### config.mk
export PLATFORM = sky130hd
export DESIGN_NAME = fcw_walk_engine
export DESIGN_NICKNAME = d
export VERILOG_FILES = /design/src/rtl/core/fcw_pkg.sv /design/src/rtl/core/fcw_walk_engine.sv
export SDC_FILE = /design/constraint.sdc
export NUM_CORES = 1
export LEC_CHECK = 0
export BUFFER_PORTS_ARGS = -buffer_cell sky130_fd_sc_hd__buf_2
export CAP_MARGIN = 20
export CORE_ASPECT_RATIO = 0.5
export CORE_UTILIZATION = 54
export DETAILED_ROUTE_END_ITERATION = 8
export PLACE_DENSITY = 0.88
export SLEW_MARGIN = 20
export SYNTH_ARGS = -nofsm -noshare
export SYNTH_HDL_FRONTEND = slang
export SYNTH_SLANG_ARGS = --single-unit
### constraint.sdc
create_clock -name clk -period 5.82 [get_ports clk]
set_input_delay 1.746 -clock clk [delete_from_list [all_inputs] [get_ports clk]]
set_output_delay 1.746 -clock clk [all_outputs]
set_load 0.05 [all_outputs]
### src/rtl/core/fcw_pkg.sv
`timescale 1ns / 1ps
`default_nettype none
// ----------------------------------------------------------------------------
// fcw_pkg
// Shared types and constants of the FAT16 cluster chain walker.
// ----------------------------------------------------------------------------
package fcw_pkg;

    localparam int DEF_TABLE_ENTRIES = 4096;
    localparam int DEF_MAX_CHAIN     = 64;

    localparam int CL_W  = 16;
    localparam int IDX_W = 12;
    localparam int ERR_W = 2;

    localparam logic [CL_W-1:0] END_MARK      = 16'hFFF8;
    localparam logic [CL_W-1:0] FIRST_CLUSTER = 16'h0001;

    localparam logic REQ_LOAD = 1'b0;
    localparam logic REQ_WALK = 1'b1;

    localparam logic [ERR_W-1:0] ERR_NONE     = 2'd0;
    localparam logic [ERR_W-1:0] ERR_TOO_LONG = 2'd1;
    localparam logic [ERR_W-1:0] ERR_OUTSIDE  = 2'd2;

    typedef struct packed {
        logic            en;
        logic [CL_W-1:0] cluster;
    } mem_rd_t;

    typedef struct packed {
        logic            en;
        logic [CL_W-1:0] cluster;
        logic [CL_W-1:0] link;
    } mem_wr_t;

endpackage
`default_nettype wire

### src/rtl/core/fcw_walk_engine.sv
`timescale 1ns / 1ps
`default_nettype none
// ----------------------------------------------------------------------------
// fcw_walk_engine
// Chain walk sequencer: issues table reads, classifies links, holds results.
// ----------------------------------------------------------------------------
module fcw_walk_engine #(
    parameter int TABLE_ENTRIES = fcw_pkg::DEF_TABLE_ENTRIES,
    parameter int MAX_CHAIN     = fcw_pkg::DEF_MAX_CHAIN
) (
    input  wire logic                   clk,
    input  wire logic                   rst_n,
    input  wire logic                   start,
    input  wire logic [fcw_pkg::CL_W-1:0] start_cluster,
    output logic                        busy,
    output fcw_pkg::mem_rd_t            rd,
    input  wire logic [fcw_pkg::CL_W-1:0] rd_data,
    output logic                        out_valid,
    input  wire logic                   out_stall,
    output logic [fcw_pkg::CL_W-1:0]    cluster_number,
    output logic                        last_in_chain,
    output logic [fcw_pkg::ERR_W-1:0]   walk_error
);
    import fcw_pkg::*;

    localparam int CNT_W = $clog2(MAX_CHAIN);

    localparam logic [1:0] ST_IDLE = 2'd0;
    localparam logic [1:0] ST_READ = 2'd1;
    localparam logic [1:0] ST_EMIT = 2'd2;

    logic [1:0]       state_reg, state_next;
    logic [CL_W-1:0]  cur_reg, cur_next;
    logic [CNT_W-1:0] cnt_reg, cnt_next;
    logic [CL_W-1:0]  res_cl_reg, res_cl_next;
    logic             res_last_reg, res_last_next;
    logic [ERR_W-1:0] res_err_reg, res_err_next;

    logic [CL_W-1:0]  probe;
    logic [CL_W-1:0]  link;
    logic             probe_end;
    logic             probe_out;

    always_comb
    begin
        probe     = (state_reg == ST_IDLE) ? start_cluster : cur_reg;
        if (probe == '0)
        begin
            probe = FIRST_CLUSTER;
        end
        probe_end = (probe >= END_MARK);
        probe_out = ({1'b0, probe} >= (CL_W+1)'(TABLE_ENTRIES));
        link      = (rd_data == '0) ? FIRST_CLUSTER : rd_data;
    end

    always_comb
    begin
        state_next    = state_reg;
        cur_next      = cur_reg;
        cnt_next      = cnt_reg;
        res_cl_next   = res_cl_reg;
        res_last_next = res_last_reg;
        res_err_next  = res_err_reg;
        rd.en         = 1'b0;
        rd.cluster    = probe;

        unique case (state_reg)
            ST_IDLE, ST_EMIT:
            begin
                if ((state_reg == ST_IDLE && start) ||
                    (state_reg == ST_EMIT && !out_stall && !res_last_reg))
                begin
                    cur_next = probe;
                    if (state_reg == ST_IDLE)
                    begin
                        cnt_next = '0;
                    end
                    if (probe_end)
                    begin
                        res_cl_next   = probe;
                        res_last_next = 1'b1;
                        res_err_next  = ERR_NONE;
                        state_next    = ST_EMIT;
                    end
                    else if (probe_out)
                    begin
                        res_cl_next   = probe;
                        res_last_next = 1'b1;
                        res_err_next  = ERR_OUTSIDE;
                        state_next    = ST_EMIT;
                    end
                    else
                    begin
                        rd.en      = 1'b1;
                        state_next = ST_READ;
                    end
                end
                else if (state_reg == ST_EMIT && !out_stall)
                begin
                    state_next = ST_IDLE;
                end
            end
            ST_READ:
            begin
                res_cl_next = cur_reg;
                state_next  = ST_EMIT;
                if (link >= END_MARK)
                begin
                    res_last_next = 1'b1;
                    res_err_next  = ERR_NONE;
                end
                else if (cnt_reg == CNT_W'(MAX_CHAIN - 1))
                begin
                    res_last_next = 1'b1;
                    res_err_next  = ERR_TOO_LONG;
                end
                else
                begin
                    res_last_next = 1'b0;
                    res_err_next  = ERR_NONE;
                    cur_next      = link;
                    cnt_next      = cnt_reg + 1'b1;
                end
            end
            default:
            begin
                state_next = ST_IDLE;
            end
        endcase
    end

    always_ff @(posedge clk or negedge rst_n)
    begin
        if (!rst_n)
        begin
            state_reg <= ST_IDLE;
        end
        else
        begin
            state_reg <= state_next;
        end
    end

    always_ff @(posedge clk)
    begin
        cur_reg      <= cur_next;
        cnt_reg      <= cnt_next;
        res_cl_reg   <= res_cl_next;
        res_last_reg <= res_last_next;
        res_err_reg  <= res_err_next;
    end

    assign busy           = (state_reg != ST_IDLE);
    assign out_valid      = (state_reg == ST_EMIT);
    assign cluster_number = res_cl_reg;
    assign last_in_chain  = res_last_reg;
    assign walk_error     = res_err_reg;

endmodule
`default_nettype wire

==> flow_summary_export.csv <==
group,metric,value,unit
timing,tns,0,ns
logic_synthesis,synthFlopType,"edfxtp_1",
clock_network,clock_path_buffers,2,
layout,area_growth,22.4,%
critical_path,path_class,"in2out",
routing,drt-total-wl,5530,um
placement,io_buffers,73,
routing,ant_nets,0,
layout,drive_above_1_share,34.2,%
logic_synthesis,synth_edf_count,41,
critical_path,reg2regPathDepth,4,
layout,layout.nets,315,
pwr,power_density,364,nW/um^2
floorplanning,ios,74,
layout,postLayoutCoreUtil,69.8,%
clock_network,cts.sinks,43,
clock_network,ctsHoldBuffers,0,
timing,finalSetupViolCount,0,
routing,post-route-drc-count,0,
flow_run,drv_cap,0,
timing,hold_viol,0,
critical_path,cp_slowest_stage_delay,0.59,ns
layout,instances_no_fill,332,
pwr,p_switching,0.389,mW
clock_network,root_buffer,"clkbuf_8",
clock_network,clk_pin_slew,0.08,ns
pwr,pwr-share-comb,35.8,%
critical_path,cp.depth,6,
routing,routed_via_density,5.97,
run_status,outcome,"finished clean",
pwr,peakVddDrop,159,uV
worst_hold_path,hold_depth,2,
clock_network,postCtsSetupBuffers,0,
floorplanning,core_area,3940,um^2
global_route,grtUsageTotal,25.3,%
critical_path,worstPathCellList,"buf_2 > nor4_1 > a32o_1 > o221ai_2 > o21ai_0 > buf_2",
global_route,grt_pass1_wl,8080,um
critical_path,crit_top_cell,"buf_2",
global_route,grt-ovfl-total,0,
timing,rsz0062_at_grt,"no",
critical_path,crit_path_end_kind,"output pin",
timing,worst_pin_slew,1.03,ns
timing,min_period,4.98,ns
routing,drt_pre_antenna_iters,5,
critical_path,worst-path-max-fanout,3,
timing,min_period_over_period,85.5,%
floorplanning,initial_core_util,57.0,%
timing,max_freq,201,MHz
logic_synthesis,ys_types,40,
critical_path,crit_arrival,3.23,ns
worst_hold_path,hp-class,"reg2reg",
pwr,p_leak,1.17,nW
timing,skew,0.00553,ns
pwr,power_frac_seq,42.0,%
timing,relSlewSlack,31.0,%
global_route,grt_pass1_vias,1687,
logic_synthesis,syn-cell-area,2250,um^2
placement,gp_congestion,0.932,
routing,num_vias,1983,
logic_synthesis,synthCells,206,
critical_path,critical_path_buf_inv_count,2,
routing,drtIter0Drc,149,
clock_network,cts_resized,0,
clock_network,cts_made_buffers,5,
logic_synthesis,ys_seq_elements,43,
floorplanning,die_h,47.6,um
logic_synthesis,yosysWarnings,0,
floorplanning,fp-row-count,16,
floorplanning,die-area,4440,um^2
pwr,internal-power,0.613,mW
routing,wl_per_cell,16.7,um
critical_path,critPathTopFamily,"simple AND/OR/NAND/NOR gates",
critical_path,cp-start-kind,"primary input",
logic_synthesis,ys_seq_area_share,57.0,%
pwr,p_clk_share,22.2,%
critical_path,required,4.07,ns
global_route,grt_start_max_net_pins,26,
global_route,antenna_found_initial,0,
clock_network,cts_tree,"built",
timing,slew_violations,0,
layout,num_antenna_cells,0,
logic_synthesis,synth_nets,243,
placement,post-dp-hpwl,4180,um
floorplanning,die_w,93.2,um
logic_synthesis,syn_avg_cell_area,10.9,um^2
clock_network,cts-htree-levels,2,
clock_network,clkLatencyLatePin,0.30,ns
pwr,p_sw_share,38.8,%
logic_synthesis,synthArstFlopShare,4.65,%
critical_path,slowest_stage,"nor4_1",
placement,dp.cells,325,
[kinds of logic (layout without fill, tap and decap cells)]
kind of cell             count (synthesis)  in the layout  share of synthesized area, %
XOR/XNOR                                 4              4                          1.56
buffers and inverters                   15             87                          3.23
AND/OR/NAND/NOR                        105            105                          23.3
multiplexers                             6              6                          3.01
flip-flops                              43             43                          57.0
AO/OA/AOI/OAI                           32             32                          11.4
adder cells (fa/ha/maj)                  1              1                         0.557
[power groups by stage]
| stage | Clock [mW] | Sequential, mW | Combinational, mW |
|---|---|---|---|
| final | 0.222 | 0.421 | 0.359 |
| after global placement | 0 | 0.425 | 0.350 |
| after floorplan | 0 | 0.477 | 0.218 |
| after CTS | 0.226 | 0.420 | 0.357 |
| after global routing | 0.233 | 0.425 | 0.379 |
| after detailed placement | 0 | 0.427 | 0.355 |
[per-layer routing]
| layer | GRT usage, % | wire length, um | part of all wire, % | up-vias |
|---|---|---|---|---|
| met5 | 0 | 0 | 0 | - |
| met4 | 12.6 | 125 | 2.3 | 0 |
| met3 | 6.35 | 437 | 7.9 | 16 |
| met2 | 41.9 | 2650 | 48 | 99 |
| met1 | 32.6 | 2320 | 42 | 950 |
| li1 | - | - | - | 918 |
[cell usage after synthesis (4+ instances only)]
library cell	count	area, um^2
nand2_1	53	199
edfxtp_1	41	1230
a22o_1	13	114
nor2_1	13	48.8
nor4_1	9	56.3
mux2_2	6	67.6
o21ai_0	6	30.0
inv_1	5	18.8
and3_1	4	25.0
buf_2	4	20.0
nand3_1	4	20.0
nand4_1	4	25.0
[tightest hold or removal path, delay by kind of cell, from the launching register on]
kind / cells / cell delay (ns)
flip-flops: 1 / 0.35
AND/OR/NAND/NOR: 2 / 0.13
[layout by cell type, fill, tap and decap left out, drive strengths merged, types with 2 or more instances in the layout]
cell type / count
nand4: 4
nor2: 14
and3: 4
edfxtp: 41
nor3: 4
xnor2: 3
buf: 75
nand2: 53
mux2: 6
clkbuf: 6
nor2b: 3
nand2b: 2
dfrtp: 2
o21ai: 6
a22o: 13
nor4: 11
nand3: 4
inv: 5
or4: 4
a21oi: 3
[path summary, 6_finish.rpt]
kind | from | endpoint | slack (ns)
setup / recovery | start_cluster[12] | rd[0] | 0.84
min in group asynchronous | rst_n | state_reg[1]$_DFFE_PN0P_ | 1.22
max in group asynchronous | rst_n | state_reg[0]$_DFFE_PN0P_ | 4.51
hold / removal | cur_reg[1]$_DFFE_PP_ | cluster_number[1]$_DFFE_PP_ | 0.58
hold reg to reg | cur_reg[1]$_DFFE_PP_ | cluster_number[1]$_DFFE_PP_ | 0.58
setup reg to reg | state_reg[0]$_DFFE_PN0P_ | cur_reg[0]$_DFFE_PP_ | 3.25
[cell type report]
cell class	count	area (um^2)
sequential	43	1280
fill	285	1190
multi-input combinational	148	901
timing repair buffer	75	380
clock buffer	6	72.6
tap	54	67.6
clock inverter	1	30.0
inverter	5	18.8
[per-stage QoR]
stage | instance area [um^2] | setup slack [ns] | hold WS, ns | total power, mW
floorplan | 2250 | 0.962 | 0.538 | 0.696
global placement | 2650 | 0.969 | 0.556 | 0.775
detailed placement | 2650 | 0.897 | 0.560 | 0.782
CTS | 2750 | 0.864 | 0.579 | 1.00
global route | 2750 | 0.772 | 0.614 | 1.04
finish | 2750 | 0.845 | 0.582 | 1.00
No activity file was read; power rests on OpenSTA's default activity.
